<file path="src/rtl/sbs_pkg.sv">
// Shared types and constants of the sorted byte statistics block.
`timescale 1ns / 1ps
`default_nettype none

package sbs_pkg;

   localparam int CAPACITY_DEF = 64;

   typedef struct packed {
      logic [7:0] sample;
      logic       final_item;
   } req_type;

   typedef struct packed {
      logic [7:0] sorted_value;
      logic [7:0] minimum;
      logic [7:0] maximum;
      logic [7:0] mean;
      logic [7:0] median;
      logic       overflow;
      logic       run_end;
   } rsp_type;

endpackage

`default_nettype wire

</file>
<file path="src/rtl/sbs_ram.sv">
// Generic single-clock RAM, one write port, one read port, registered read data.
`timescale 1ns / 1ps
`default_nettype none

module sbs_ram #(
   parameter int WIDTH = 8,
   parameter int DEPTH = 64
) (
   input  wire logic                     clock,
   input  wire logic                     wr_en,
   input  wire logic [$clog2(DEPTH)-1:0] wr_addr,
   input  wire logic [WIDTH-1:0]         wr_data,
   input  wire logic [$clog2(DEPTH)-1:0] rd_addr,
   output      logic [WIDTH-1:0]         rd_data
);

   logic [WIDTH-1:0] mem_ff [DEPTH];
   logic [WIDTH-1:0] rd_data_ff;

   always_ff @(posedge clock) begin
      if (wr_en) begin
         mem_ff[wr_addr] <= wr_data;
      end
      rd_data_ff <= mem_ff[rd_addr];
   end

   assign rd_data = rd_data_ff;

endmodule

`default_nettype wire

</file>
<file path="src/rtl/sorted_byte_statistics_core.sv">
// Top level of the sorted byte statistics block: insertion sort in RAM plus statistics.
//
// Usage:
//   Bytes arrive on the req_ channel (valid/ready), one transaction per byte;
//   final_item marks the last byte of a set. Each byte is inserted into a RAM
//   that is kept in descending order. An insertion moves down every stored
//   entry smaller than the byte, then writes the byte: the RAM moves one
//   entry per cycle (one read, one write). req_ready is high only between
//   insertions and not while a set is being reported.
//   After the marked byte the block reads max, min and the two middle entries
//   (the same entry for an odd count), then divides the sum by the count in a
//   bit-serial divider over the SUM_W-bit sum (14 bits at the default capacity).
//   It then emits one rsp_ transaction per stored byte, largest first, each
//   read and then loaded into the output register; every result carries min,
//   max, mean, median and the overflow flag, and run_end marks the last one.
//   Bytes beyond CAPACITY are dropped and raise the overflow flag of the set.
//   A stalled receiver holds the output register and the emission pauses; the
//   last result of a run may still wait in the output register while the next
//   set is already being loaded.
//   Reset clears the count, sum, overflow flag, state and rsp_valid. The RAM
//   needs no clearing: only entries below the count are ever used.

`timescale 1ns / 1ps
`default_nettype none

module sorted_byte_statistics_core
   import sbs_pkg::*;
#(
   parameter int CAPACITY = CAPACITY_DEF
) (
   input  wire logic    clock,
   input  wire logic    reset,
   input  wire logic    req_valid,
   output      logic    req_ready,
   input  wire req_type req_data,
   output      logic    rsp_valid,
   input  wire logic    rsp_ready,
   output      rsp_type rsp_data
);

   localparam int ADDR_W = $clog2(CAPACITY);
   localparam int CNT_W  = $clog2(CAPACITY + 1);
   localparam int SUM_W  = $clog2(CAPACITY * 255 + 1);
   localparam int DIV_W  = $clog2(SUM_W + 1);

   typedef enum logic [2:0] {
      S_IDLE,
      S_SHIFT,
      S_PLACE,
      S_STAT,
      S_DIV,
      S_EMIT_RD,
      S_EMIT_LOAD
   } state_type;

   state_type          state_ff, state_in;
   logic [CNT_W-1:0]   count_ff, count_in;
   logic [SUM_W-1:0]   sum_ff, sum_in;
   logic               ovf_ff, ovf_in;
   logic [ADDR_W-1:0]  pos_ff, pos_in;
   logic [7:0]         v_ff, v_in;
   logic               last_ff, last_in;
   logic [2:0]         stat_step_ff, stat_step_in;
   logic [DIV_W-1:0]   div_step_ff, div_step_in;
   logic [ADDR_W-1:0]  idx_ff, idx_in;
   logic [7:0]         max_ff, max_in;
   logic [7:0]         min_ff, min_in;
   logic [7:0]         mid_ff, mid_in;
   logic [7:0]         median_ff, median_in;
   logic [7:0]         mean_ff, mean_in;
   logic [CNT_W-1:0]   rem_ff, rem_in;
   logic [SUM_W-1:0]   num_ff, num_in;
   logic               rsp_valid_ff, rsp_valid_in;
   rsp_type            rsp_data_ff, rsp_data_in;

   logic               wr_en;
   logic [ADDR_W-1:0]  wr_addr;
   logic [7:0]         wr_data;
   logic [ADDR_W-1:0]  rd_addr;
   logic [7:0]         rd_data;

   logic [CNT_W:0]     rem_sh;
   logic               div_ge;
   logic               emit_last;
   logic [8:0]         mid_sum;

   sbs_ram #(
      .WIDTH (8),
      .DEPTH (CAPACITY)
   ) u_sbs_ram (
      .clock   (clock),
      .wr_en   (wr_en),
      .wr_addr (wr_addr),
      .wr_data (wr_data),
      .rd_addr (rd_addr),
      .rd_data (rd_data)
   );

   // One restoring divider step: shift in the next dividend bit.
   assign rem_sh    = {rem_ff, num_ff[SUM_W-1]};
   assign div_ge    = (rem_sh >= {1'b0, count_ff});
   assign emit_last = ((CNT_W'(idx_ff) + CNT_W'(1)) == count_ff);
   assign mid_sum   = {1'b0, mid_ff} + {1'b0, rd_data};

   always_comb begin
      state_in     = state_ff;
      count_in     = count_ff;
      sum_in       = sum_ff;
      ovf_in       = ovf_ff;
      pos_in       = pos_ff;
      v_in         = v_ff;
      last_in      = last_ff;
      stat_step_in = stat_step_ff;
      div_step_in  = div_step_ff;
      idx_in       = idx_ff;
      max_in       = max_ff;
      min_in       = min_ff;
      mid_in       = mid_ff;
      median_in    = median_ff;
      mean_in      = mean_ff;
      rem_in       = rem_ff;
      num_in       = num_ff;
      rsp_data_in  = rsp_data_ff;
      wr_en        = 1'b0;
      wr_addr      = pos_ff;
      wr_data      = v_ff;
      rd_addr      = '0;

      // Drop the held result once the receiver takes it.
      rsp_valid_in = rsp_valid_ff && !rsp_ready;

      unique case (state_ff)
         S_IDLE: begin
            // Prefetch the current tail entry for the first compare.
            rd_addr = ADDR_W'(count_ff - CNT_W'(1));
            if (req_valid) begin
               v_in    = req_data.sample;
               last_in = req_data.final_item;
               if (count_ff < CNT_W'(CAPACITY)) begin
                  pos_in   = ADDR_W'(count_ff);
                  state_in = (count_ff == '0) ? S_PLACE : S_SHIFT;
               end else begin
                  ovf_in = 1'b1;
                  if (req_data.final_item) begin
                     stat_step_in = '0;
                     state_in     = S_STAT;
                  end
               end
            end
         end

         S_SHIFT: begin
            // rd_data holds entry pos-1; move it down or place the byte here.
            wr_en   = 1'b1;
            wr_addr = pos_ff;
            rd_addr = pos_ff - ADDR_W'(2);
            if (rd_data < v_ff) begin
               wr_data = rd_data;
               pos_in  = pos_ff - ADDR_W'(1);
               if (pos_ff == ADDR_W'(1)) begin
                  state_in = S_PLACE;
               end
            end else begin
               wr_data      = v_ff;
               count_in     = count_ff + CNT_W'(1);
               sum_in       = sum_ff + SUM_W'(v_ff);
               stat_step_in = '0;
               state_in     = last_ff ? S_STAT : S_IDLE;
            end
         end

         S_PLACE: begin
            wr_en        = 1'b1;
            wr_addr      = pos_ff;
            wr_data      = v_ff;
            count_in     = count_ff + CNT_W'(1);
            sum_in       = sum_ff + SUM_W'(v_ff);
            stat_step_in = '0;
            state_in     = last_ff ? S_STAT : S_IDLE;
         end

         S_STAT: begin
            // Read first, last and both middle entries back to back.
            stat_step_in = stat_step_ff + 3'd1;
            unique case (stat_step_ff)
               3'd0: begin
                  rd_addr = '0;
               end
               3'd1: begin
                  max_in  = rd_data;
                  rd_addr = ADDR_W'(count_ff - CNT_W'(1));
               end
               3'd2: begin
                  min_in  = rd_data;
                  rd_addr = ADDR_W'((count_ff - CNT_W'(1)) >> 1);
               end
               3'd3: begin
                  mid_in  = rd_data;
                  rd_addr = ADDR_W'(count_ff >> 1);
               end
               3'd4: begin
                  median_in   = mid_sum[8:1];
                  rem_in      = '0;
                  num_in      = sum_ff;
                  div_step_in = '0;
                  state_in    = S_DIV;
               end
               default: begin
                  state_in = S_DIV;
               end
            endcase
         end

         S_DIV: begin
            rem_in      = div_ge ? CNT_W'(rem_sh - {1'b0, count_ff}) : rem_sh[CNT_W-1:0];
            num_in      = {num_ff[SUM_W-2:0], div_ge};
            div_step_in = div_step_ff + DIV_W'(1);
            if (div_step_ff == DIV_W'(SUM_W - 1)) begin
               mean_in  = num_in[7:0];
               idx_in   = '0;
               state_in = S_EMIT_RD;
            end
         end

         S_EMIT_RD: begin
            // Read the next entry only when the output register will be free.
            rd_addr = idx_ff;
            if (!rsp_valid_ff || rsp_ready) begin
               state_in = S_EMIT_LOAD;
            end
         end

         S_EMIT_LOAD: begin
            rsp_valid_in             = 1'b1;
            rsp_data_in.sorted_value = rd_data;
            rsp_data_in.minimum      = min_ff;
            rsp_data_in.maximum      = max_ff;
            rsp_data_in.mean         = mean_ff;
            rsp_data_in.median       = median_ff;
            rsp_data_in.overflow     = ovf_ff;
            rsp_data_in.run_end      = emit_last;
            if (emit_last) begin
               count_in = '0;
               sum_in   = '0;
               ovf_in   = 1'b0;
               state_in = S_IDLE;
            end else begin
               idx_in   = idx_ff + ADDR_W'(1);
               state_in = S_EMIT_RD;
            end
         end

         default: begin
            state_in = S_IDLE;
         end
      endcase
   end

   always_ff @(posedge clock) begin
      if (reset) begin
         state_ff     <= S_IDLE;
         count_ff     <= '0;
         sum_ff       <= '0;
         ovf_ff       <= 1'b0;
         rsp_valid_ff <= 1'b0;
      end else begin
         state_ff     <= state_in;
         count_ff     <= count_in;
         sum_ff       <= sum_in;
         ovf_ff       <= ovf_in;
         rsp_valid_ff <= rsp_valid_in;
      end
      pos_ff       <= pos_in;
      v_ff         <= v_in;
      last_ff      <= last_in;
      stat_step_ff <= stat_step_in;
      div_step_ff  <= div_step_in;
      idx_ff       <= idx_in;
      max_ff       <= max_in;
      min_ff       <= min_in;
      mid_ff       <= mid_in;
      median_ff    <= median_in;
      mean_ff      <= mean_in;
      rem_ff       <= rem_in;
      num_ff       <= num_in;
      rsp_data_ff  <= rsp_data_in;
   end

   assign req_ready = (state_ff == S_IDLE);
   assign rsp_valid = rsp_valid_ff;
   assign rsp_data  = rsp_data_ff;

endmodule

`default_nettype wire

</file>
<file path="config.mk">
export PLATFORM = sky130hd
export DESIGN_NAME = sorted_byte_statistics_core
export DESIGN_NICKNAME = d
export VERILOG_FILES = /design/src/rtl/sbs_pkg.sv /design/src/rtl/sbs_ram.sv /design/src/rtl/sorted_byte_statistics_core.sv
export SDC_FILE = /design/constraint.sdc
export NUM_CORES = 1
export LEC_CHECK = 0
export ABC_AREA = 1
export BUFFER_PORTS_ARGS = -buffer_cell sky130_fd_sc_hd__clkbuf_2
export CAP_MARGIN = 20
export CORE_MARGIN = 3
export CORE_UTILIZATION = 48
export DETAILED_ROUTE_END_ITERATION = 16
export PLACE_DENSITY_LB_ADDON = 0.25
export SYNTH_ARGS = -nofsm -noshare
export SYNTH_HDL_FRONTEND = slang
export SYNTH_SLANG_ARGS = --single-unit
</file>
<file path="constraint.sdc">
create_clock -name clock -period 4.3 [get_ports clock]
set_input_delay 0.43 -clock clock [delete_from_list [all_inputs] [get_ports clock]]
set_output_delay 0.43 -clock clock [all_outputs]
set_load 0.05 [all_outputs]
</file>
* Word level (Yosys, flattened, before mapping)
Memories as Yosys holds them, arrays and structs flattened. A register that Yosys moved wholly into a read port is not among the register bits.
Index checks and enable logic that the tools add are counted.
** Storage, ports and cells
- Flip-flop bits (word level) :: 157
- Bits in writable memories :: 512
- Word-level logic and storage cells :: 144
- Memories kept :: 1
** Operators by class
- $add $sub $neg :: 11
- $lt $le $gt $ge :: 3
- Equality and inequality tests :: 27
- Multiplexer cells :: 49
- Reduce and logical (&&, ||, !) cells :: 28
** Memory list
- u_sbs_ram.mem_ff :: words 64, bits a word 8, read ports 1, clocked after memory_dff 1, write ports 1, RTL line sbs_ram.sv:17 : logic [WIDTH-1:0] mem_ff [DEPTH];
** Operator list (count)
- 14-bit 2-to-1 mux :: 3
- 14-bit case mux with 3 select lines :: 1
- 3-bit 2-to-1 mux :: 13
- 6-bit 2-to-1 mux :: 5
- 7-bit 2-to-1 mux :: 4
- 14-bit case mux with 2 select lines :: 1
- 6-bit case mux with 2 select lines :: 2
- 6-bit case mux with 4 select lines :: 1
- 3-bit case mux with 7 select lines :: 1
- 7-bit case mux with 3 select lines :: 1
- 2-bit != test (second input constant) :: 9
- 6-bit case mux with 3 select lines :: 1
- 8-bit 2-to-1 mux :: 2
- 14-bit by 8-bit adder with 14-bit output :: 1
- 7-bit case mux with 2 select lines :: 1
- 2-bit AND reduction :: 7
- 3-bit by 2-bit == test with 1-bit output (second input constant) :: 4
- 3-bit == test (second input constant) :: 4
- 3-bit case mux with 4 select lines :: 1
- 8-bit by 8-bit adder with 9-bit output :: 1
- 8-bit by 7-bit greater-or-equal comparator with 1-bit output :: 1
- 8-bit < comparator :: 1
- 4-bit case mux with 2 select lines :: 1
- 4-bit AND reduction :: 2
- other kinds (34) :: 50

* Logic depth before layout (Yosys ltp)
Gate-level depths: netlist of the first run.
- Word-level depth :: 5
- Depth in mapped cells :: 18
- Gate-level depth less buffers :: 15

* Modules after synthesis
Synthesis of the first run repeated with hierarchy kept, for this count alone.
** Unflattened totals
- Cells, all modules :: 2603
- Area, all modules :: 29176.7 µm²
** By module, submodules not included
- sbs_ram :: times used 1, cells each 1805, area each 21339.2 µm², sequential area each 15534.9 µm²
- sorted_byte_statistics_core :: times used 1, cells each 798, area each 7837.5 µm², sequential area each 4454.3 µm²

* Least setup slack after synthesis of the first run
OpenSTA, ideal clock, no wires.
- Path kind :: register -> register
- Start :: reg v_ff[1]
- End :: mem u_sbs_ram.mem_ff[0][0] (data pin)
- Arrival :: 3931 ps
- Data required time :: 3598 ps
- Slack :: -332 ps
- Stages on the path, launching flop included :: 10
- Path buffers :: 0
- Clock period less this slack :: 4632 ps
- Cell sequence :: edfxtp_1 -> inv_1 -> ha_1 -> a21oi_1 -> o21ai_0 -> nand2_1 -> nand2_1 -> nor2_2 -> inv_1 -> o21ai_0
** On the way
- Cells in the longest elaborated chain, start to end :: 3
** RTL lines
- start, declared :: RTL line sorted_byte_statistics_core.sv:61 : logic [7:0] v_ff, v_in;
- start signal, assigned :: RTL line sorted_byte_statistics_core.sv:274 : v_ff <= v_in;
- 8-bit < comparator :: RTL line sorted_byte_statistics_core.sv:157 : if (rd_data < v_ff) begin
- 8-bit 2-to-1 mux :: RTL line sorted_byte_statistics_core.sv:157
- 8-bit 2-to-1 mux :: RTL line sorted_byte_statistics_core.sv:132 : unique case (state_ff)
- via u_sbs_ram.wr_data[0] :: RTL line sbs_ram.sv:12 : input wire logic [WIDTH-1:0] wr_data,
- end, declared :: RTL line sbs_ram.sv:17
The timed path passes the listed nets, and every way through them passes these cells.

* Worst setup path in the final report of the first run
- Start :: reg count_ff[1]
- End :: reg u_sbs_ram.rd_data_ff[1] (netlist: u_sbs_ram.rd_data[1]) (read register of u_sbs_ram.mem_ff)
** On the way
- Cells in the longest elaborated chain, start to end :: 3
** RTL lines
- start, declared :: RTL line sorted_byte_statistics_core.sv:57 : logic [CNT_W-1:0] count_ff, count_in;
- start signal, assigned :: RTL line sorted_byte_statistics_core.sv:268 : count_ff <= count_in;
- 7-bit by 1-bit subtractor with 7-bit output :: RTL line sorted_byte_statistics_core.sv:195 : rd_addr = ADDR_W'((count_ff - CNT_W'(1)) >> 1);
- 6-bit case mux with 3 select lines :: RTL line sorted_byte_statistics_core.sv:185 : unique case (stat_step_ff)
- 6-bit case mux with 4 select lines (*) :: RTL line sorted_byte_statistics_core.sv:132
- end, declared :: RTL line sbs_ram.sv:18 : logic [WIDTH-1:0] rd_data_ff;
Every way passes the cells marked *; elsewhere a longest branch is shown, timed or not.
A chain may end at the register's enable or synchronous reset.

==> summary.txt, run 1 <==
Outcome
  – Outcome: complete, no violations

CTS
  – Clock transition at the registers of the reported paths: ~60 ps
  – CTS Sinks: between 600 and 700
  – Number of CTS-inserted buffers: 73
  – Clk_lat worst skew: between 600 and 700 ps
  – Clk root buf: clkbuf_16
  – H-tree Lvls: 3
  – Post-CTS setup buffers: 0
  – CTS tree: done
  – Bufs on Longest Clock Path: 3
  – Post-cts sizing count: 0

Worst setup path
  – Slowest CP cell: dfxtp_1
  – CP max stage delay: about 560 ps
  – CP Capture Type: register
  – Worst EP arrival: between 4000 and 5000 ps
  – Most Frequent Cell on Critical Path: nand3_1
  – CP Launch Type: register
  – Buffers & Inverters on Critical Path: 3
  – Worst path top cell family by delay: simple AND/OR/NAND/NOR gates
  – CP Max Fanout: 159
  – Crit Path Category: reg2reg
  – Critical Path RT: 4800 ps
  – CP cell instances: inv_1 -> ha_1 -> inv_1 -> nand3_1 -> nand3_1 -> nand2_8 -> buf_12 -> nand3b_1 -> nand3_1 -> nand3_1 -> nand3_1 -> nand3_1 -> nand3_1 -> nand2_1

STA
  – Unrepaired setup endpoints after global routing: no
  – Crit path time final: 3710 ps
  – Fin crit share: 86.3%
  – Final hold viol count: 0
  – Worst hold slack: 32.1 ps
  – Worst-Margin Slew: ~1200 ps
  – Achievable clock frequency: around 270 MHz
  – Slew Limit Headroom: between 20% and 30%
  – Max Transition Viols Final: 0
  – Skew final: between 20 and 30 ps
  – Final setup fails: 0

Yosys
  – FFs w/ async S/R, synth: 0%
  – Seq/Total Area, Yosys: 64.5%
  – Cell area after synthesis: just over 30000 µm²
  – Unique cell type count in the Yosys netlist: between 40 and 50
  – EDFF count, synth: ~640
  – Synth Area per Inst: 10.6 µm²
  – Top-area cell type share of the netlist area: 62.3%
  – Post-synth top area cell: edfxtp_1
  – Synthesis Warnings: 0
  – Primary FF master, synth: edfxtp_1
  – Synth Register Bits: 677
  – Top-count cell post-synth: edfxtp_1
  – Post-synth top cells: edfxtp_1, nand2_1, nand3_1
  – Synth top area cells: edfxtp_1, nand3_1, nand2_1, nand3b_1, inv_1
  – Synthesized instance count: approximately 2900
  – Syn nets: around 3000

Drt
  – Drc violations: 0
  – WL final: 80000 µm
  – ANT nets after route: 0
  – Initial DRC count: between 2000 and 3000
  – DR pass1 iterations: 5
  – DR WL/cell: 20.7 µm
  – Via density: 5.60
  – Via Count: 21637

Power
  – Pwr Density: approximately 800 nW/µm²
  – Leakage: ~14 nW
  – Peak VDD IR: 0.00119 V

Placement
  – Post-DP HPWL: between 40000 and 50000 µm
  – Port Buffers: 56
  – Gpl congestion: about 0.90

Global routing
  – Largest net degree at the start of global routing: 180
  – GRT Util Overall: 23.7%
  – First-pass GRT wire length: between 100000 and 150000 µm
  – Congestion Overflow GR: 0
  – Initial antenna violation count: 0
  – Number of global-route vias before repair: roughly 21000

Final layout
  – Final Util: around 55%
  – Share of layout cells above drive strength 1: under 10%
  – Antenna Cells: 0
  – Area delta synth->final: 12.5%
  – Fill cells: 5390
  – Nets: between 3000 and 4000

Floorplanning
  – Initial core utilization: 48.8%
  – Core area: between 60000 and 70000 µm²
  – Rows: 92
  – DIE WIDTH: between 200 and 300 µm
  – IO Count: 57
  – Die Y: roughly 260 µm
  – Die area: 67700 µm²

Run
  – # Max-Cap Violations: 0

Worst hold path
  – Hold Path Class: in2reg
-- power by group --
| part | leakage (nW) | internal (mW) | total (mW) | switching [mW] |
|---|---|---|---|---|
| clock | 1.17 | 3.75 | 6.33 | 2.58 |
| combinational | 6.71 | 3.61 | 12.9 | 9.30 |
| sequential | 6.08 | 8.32 | 8.57 | 0.259 |
-- routing by layer --
metal | up-vias | GRT usage [%] | share of wire (%)
met1 | 10589 | 32.8 | 43
met3 | 169 | 4.49 | 7.5
met5 | - | 0 | 0
li1 | 10017 | - | -
met2 | 862 | 37.6 | 46
met4 | 0 | 8.33 | 3.1
-- sequential cells by signal, indices dropped and copies added (netlist names), 4 cells and up --
name	flops
count_ff	7
idx_ff	6
num_ff	14
sum_ff	14
div_step_ff	4
mean_ff	8
median_ff	8
v_ff	8
min_ff	8
max_ff	8
u_sbs_ram.mem_ff	512
rsp_data	42
pos_ff	6
u_sbs_ram.rd_data	8
mid_ff	8
rem_ff	7
-- path summary, 6_finish.rpt --
check                                              start                            to  slack, ps  depth (start not counted)
worst max-delay path            count_ff[1]$_SDFFE_PP0P_  u_sbs_ram.rd_data[1]$_DFF_P_        590                         14
worst min-delay path                         req_data[7]             v_ff[6]$_DFFE_PP_         30                          1
worst max register to register  count_ff[1]$_SDFFE_PP0P_  u_sbs_ram.rd_data[1]$_DFF_P_        590                         14
worst min register to register       min_ff[2]$_DFFE_PP_        rsp_data[28]$_DFFE_PP_        420                          0
-- repair_timing --
item	in CTS	in global routing
endpoints found under the hold margin	7	0
hold buffers	7	0
endpoints found under the setup margin	0	0
-- worst register-to-register path: cells and delay by family, from the launching register on --
family	cells	cell delay (ps)
and+or+nand+nor	10	2010
buffers and inverters	3	690
DFF	1	560
adders and majority gates	1	330
-- layout by cell type (no fill, tap or decap), drive strengths merged, types with 2 or more instances in the layout --
master,synthesis,routed
edfxtp,643,643
nand2,563,563
nand3,549,549
inv,399,403
nand3b,201,201
clkbuf,44,141
nor2,136,136
buf,107,58
a21oi,55,55
o21ai,50,50
ha,47,47
dfxtp,34,34
xor2,31,31
clkinv,3,30
nor3,12,12
bufinv,0,10
nand4,7,7
xnor2,7,7
dlygate4sd3,0,7
a21o,4,4
nor4,4,4
o31ai,4,4
o21a,3,3
o22ai,3,3
o211ai,3,3
fa,3,3
a31oi,2,2
a211oi,2,2
clkinvlp,0,2
-- metrics by stage --
stage          power (mW)  instances  area, µm²  setup WS, ps  TNS, ps
2_1_floorplan        17.0       2922      31000          -207   -92840
6_report             27.8       3866      34900           589        0
3_5_place_dp         21.4       3729      32400           715        0
5_1_grt              29.3       3866      34900           437        0
4_1_cts              27.8       3864      34800           687        0
3_3_place_gp         21.2       3728      32400           735        0
-- final cells by class --
cell class	instances	area, µm²	area share, %
clock buffer	85	1880	5.40
clock inverter	43	510	1.46
inverter	402	1510	4.33
multi-input combinational	1692	8950	25.7
sequential	677	20000	57.3
tap	846	1060	3.03
timing repair buffer	121	982	2.82
-- logic make-up after synthesis --
group,Yosys count,synth area share [%]
XOR/XNOR,38,1.07
adder cells (fa/ha/maj),50,2.09
flip-flops,677,64.5
AO/OA/AOI/OAI,130,2.32
buffers and inverters,553,7.19
AND/OR/NAND/NOR,1474,22.9
No activity file was read; power rests on OpenSTA's default activity.
==> run 2, diff against run 1 <==
--- a/config.mk
+++ b/config.mk
@@ -5,7 +5,7 @@
 export SDC_FILE = /design/constraint.sdc
 export NUM_CORES = 1
 export LEC_CHECK = 0
-export ABC_AREA = 1
+export ABC_AREA = 0
 export BUFFER_PORTS_ARGS = -buffer_cell sky130_fd_sc_hd__clkbuf_2
 export CAP_MARGIN = 20
 export CORE_MARGIN = 3
==> summary.txt, run 2 <==
STA
  – Slew Limit Headroom: 30.9% (was 22.1%)
  – Skew final: 21.7 ps (was 25.1 ps)
  – Achievable clock frequency: 242 MHz (was 269 MHz)
  – Final setup fails: 0 (unchanged)
  – Worst-Margin Slew: 1030 ps (was 1160 ps)
  – Worst hold slack: 61.5 ps (was 32.1 ps)
  – Unrepaired setup endpoints after global routing: no (unchanged)
  – Fin crit share: 96.3% (was 86.3%)
  – Max Transition Viols Final: 0 (unchanged)
  – Crit path time final: 4140 ps (was 3710 ps)
  – Final hold viol count: 0 (unchanged)

Power
  – Leakage: 11.1 nW (was 14.0 nW)
  – Clock share of power: 22.9% (was 22.8%)
  – Pwr Density: 768 nW/µm² (was 798 nW/µm²)
  – Final Power: 24.7 mW (was 27.8 mW)
  – Sw Ratio: 40.2% (was 43.7%)
  – Register share of total power: 34.5% (was 30.8%)
  – Combinational share of power: 42.6% (was 46.4%)
  – Peak VDD IR: 0.000517 V (was 0.00119 V)
  – P_sw: 9.93 mW (was 12.1 mW)
  – Int Pwr: 14.7 mW (was 15.7 mW)

Floorplanning
  – Die area: 62500 µm² (was 67700 µm²)
  – Core area: 58400 µm² (was 63500 µm²)
  – Rows: 88 (was 92)
  – Initial core utilization: 49.0% (was 48.8%)
  – Die Y: 250 µm (was 260 µm)
  – DIE WIDTH: 250 µm (was 260 µm)
  – IO Count: 57 (unchanged)

Final layout
  – Final std cells w/o fill: 3099 (was 3866)
  – Max FFs per register: 512 (unchanged)
  – Area delta synth->final: 12.4% (was 12.5%)
  – Antenna Cells: 0 (unchanged)
  – Seq. cell area: 20000 µm² (unchanged)
  – Final instance area: 32100 µm² (was 34900 µm²)
  – Commonest non-fill, non-tap cell in the layout: edfxtp_1 (unchanged)
  – Multi-input logic area: 7960 µm² (was 8950 µm²)
  – Fill cells: 4720 (was 5390)
  – Nets: 2345 (was 3030)
  – Share of layout cells above drive strength 1: 10.8% (was 8.38%)
  – Top reg by flops: u_sbs_ram.mem_ff (unchanged)
  – Final Util: 55.0% (was 54.9%)
  – Most frequent cells in the layout: edfxtp_1, nand2_1, nor2_1, nand3_1, clkbuf_16 (was edfxtp_1, nand2_1, nand3_1, inv_1, nand3b_1)

Placement
  – Port Buffers: 56 (unchanged)
  – Gpl congestion: 0.902 (was 0.899)
  – Post-DP HPWL: 42700 µm (was 47700 µm)
  – Placed Cells: 2966 (was 3729)
  – Placed Instance Area: 29900 µm² (was 32400 µm²)

Yosys
  – Post-synth top cells: edfxtp_1, nand2_1, nor2_1 (was edfxtp_1, nand2_1, nand3_1)
  – Seq/Total Area, Yosys: 69.9% (was 64.5%)
  – Top-count cell post-synth: edfxtp_1 (unchanged)
  – Syn nets: 2287 (was 2985)
  – Primary FF master, synth: edfxtp_1 (unchanged)
  – EDFF count, synth: 643 (unchanged)
  – Unique cell type count in the Yosys netlist: 80 (was 44)
  – Synthesis Warnings: 0 (unchanged)
  – FFs w/ async S/R, synth: 0% (unchanged)
  – Synthesized instance count: 2224 (was 2922)
  – Synth top area cells: edfxtp_1, nand2_1, dfxtp_1, ha_1, nand3_1 (was edfxtp_1, nand3_1, nand2_1, nand3b_1, inv_1)
  – Top-area cell type share of the netlist area: 67.5% (was 62.3%)
  – Cell area after synthesis: 28600 µm² (was 31000 µm²)
  – Post-synth top area cell: edfxtp_1 (unchanged)
  – Synth Register Bits: 677 (unchanged)
  – Synth Area per Inst: 12.9 µm² (was 10.6 µm²)

Worst setup path
  – CP Launch Type: register (unchanged)
  – CP Capture Type: register (unchanged)
  – Critical Path RT: 4780 ps (was 4800 ps)
  – Crit Path Category: reg2reg (unchanged)
  – Worst EP arrival: 4620 ps (was 4210 ps)
  – CP Max Fanout: 54 (was 159)

CTS
  – Clk root buf: clkbuf_16 (unchanged)
  – Clk_lat worst skew: 610 ps (was 620 ps)
  – Bufs on Longest Clock Path: 3 (unchanged)
  – CTS tree: done (unchanged)
  – H-tree Lvls: 3 (unchanged)
  – Clock transition at the registers of the reported paths: 60 ps (about the same)
  – CTS Sinks: 677 (unchanged)
  – Number of CTS-inserted buffers: 70 (was 73)

Global routing
  – First-pass GRT wire length: 106000 µm (was 124000 µm)
  – Number of global-route vias before repair: 17522 (was 21259)
  – GRT Util Overall: 22.1% (was 23.7%)
  – Largest net degree at the start of global routing: 84 (was 180)
  – Congestion Overflow GR: 0 (unchanged)
  – Initial antenna violation count: 0 (unchanged)

Drt
  – Via density: 5.86 (was 5.60)
  – Initial DRC count: 1868 (was 2552)
  – DR pass1 iterations: 5 (unchanged)
  – ANT nets after route: 0 (unchanged)
  – Drc violations: 0 (unchanged)
  – Via Count: 18173 (was 21637)
  – DR WL/cell: 22.5 µm (was 20.7 µm)
  – WL final: 69900 µm (was 80000 µm)

Outcome
  – Outcome: complete, no violations (unchanged)

Worst hold path
  – Hold Path Class: in2reg (unchanged)

Run
  – # Max-Cap Violations: 0 (unchanged)
-- run 2: critical path, cell delays in order, from the launching register on --
cell and delay [ps]:
dfxtp_1 570, inv_1 160, ha_1 400, inv_1 60, a221oi_1 570, o21a_4 470, buf_12 310, and2_0 170
a211oi_1 50, a311oi_1 370, a21oi_1 110, a32o_1 330, nor4_2 420
-- run 2: worst paths after layout --
path	start	end	depth (start not counted)	slack, ps
setup reg to reg	count_ff[0]$_SDFFE_PP0P_	u_sbs_ram.rd_data[5]$_DFF_P_	12	160
hold / removal	req_data[0]	last_ff$_DFFE_PP_	1	60
setup / recovery	count_ff[0]$_SDFFE_PP0P_	u_sbs_ram.rd_data[5]$_DFF_P_	12	160
hold reg to reg	max_ff[4]$_DFFE_PP_	rsp_data[22]$_DFFE_PP_	0	420
-- run 2: power groups by stage --
stage          logic (mW)  registers (mW)  clock network, mW
2_1_floorplan        6.82            8.63                  0
3_3_place_gp         10.2            8.64                  0
3_5_place_dp         10.3            8.64                  0
4_1_cts              10.4            8.51               5.75
5_1_grt              11.3            8.55               6.01
6_report             10.5            8.51               5.66
-- run 2: layout make-up --
type / count / share of cell area [%]
clock buffers: 95 / 5.81
clock inverters: 29 / 0.736
inverters: 43 / 0.502
multi-input cells: 1374 / 24.8
flip-flops and latches: 677 / 62.2
well taps: 765 / 2.98
repair buffers: 116 / 2.98
-- run 2: through the flow --
step	setup WS (ps)	TNS, ps
finish	160	0
global route	14.0	0
CTS	70.4	0
detailed placement	98.6	0
global placement	123	0
floorplan	-540	-241710
-- run 2: cells by family (layout without fill, tap and decap cells) --
logic type	Yosys count	count (layout)	synth area share (%)
simple gates	895	895	13.8
compound gates	357	357	8.59
flops	677	677	69.9
buf+inv	173	283	2.73
fa+ha+maj	50	50	2.27
xor+xnor	36	36	1.10
mux	36	36	1.55
-- run 2: per-layer routing --
layer / GRT usage, % / wire length [µm] / share of wire (%)
met5: 0 / 0 / 0
met2: 35.5 / 33000 / 47
met1: 30.1 / 28700 / 41
met3: 4.89 / 5980 / 8.6
met4: 7.22 / 2180 / 3.1
-- run 2: timing repair --
item | in CTS | in global routing
gates resized for setup | 0 | 1
buffers inserted | 0 | 0
hold buffers | 8 | 0
endpoints found under the setup margin | 0 | 1
endpoints found under the hold margin | 8 | 0
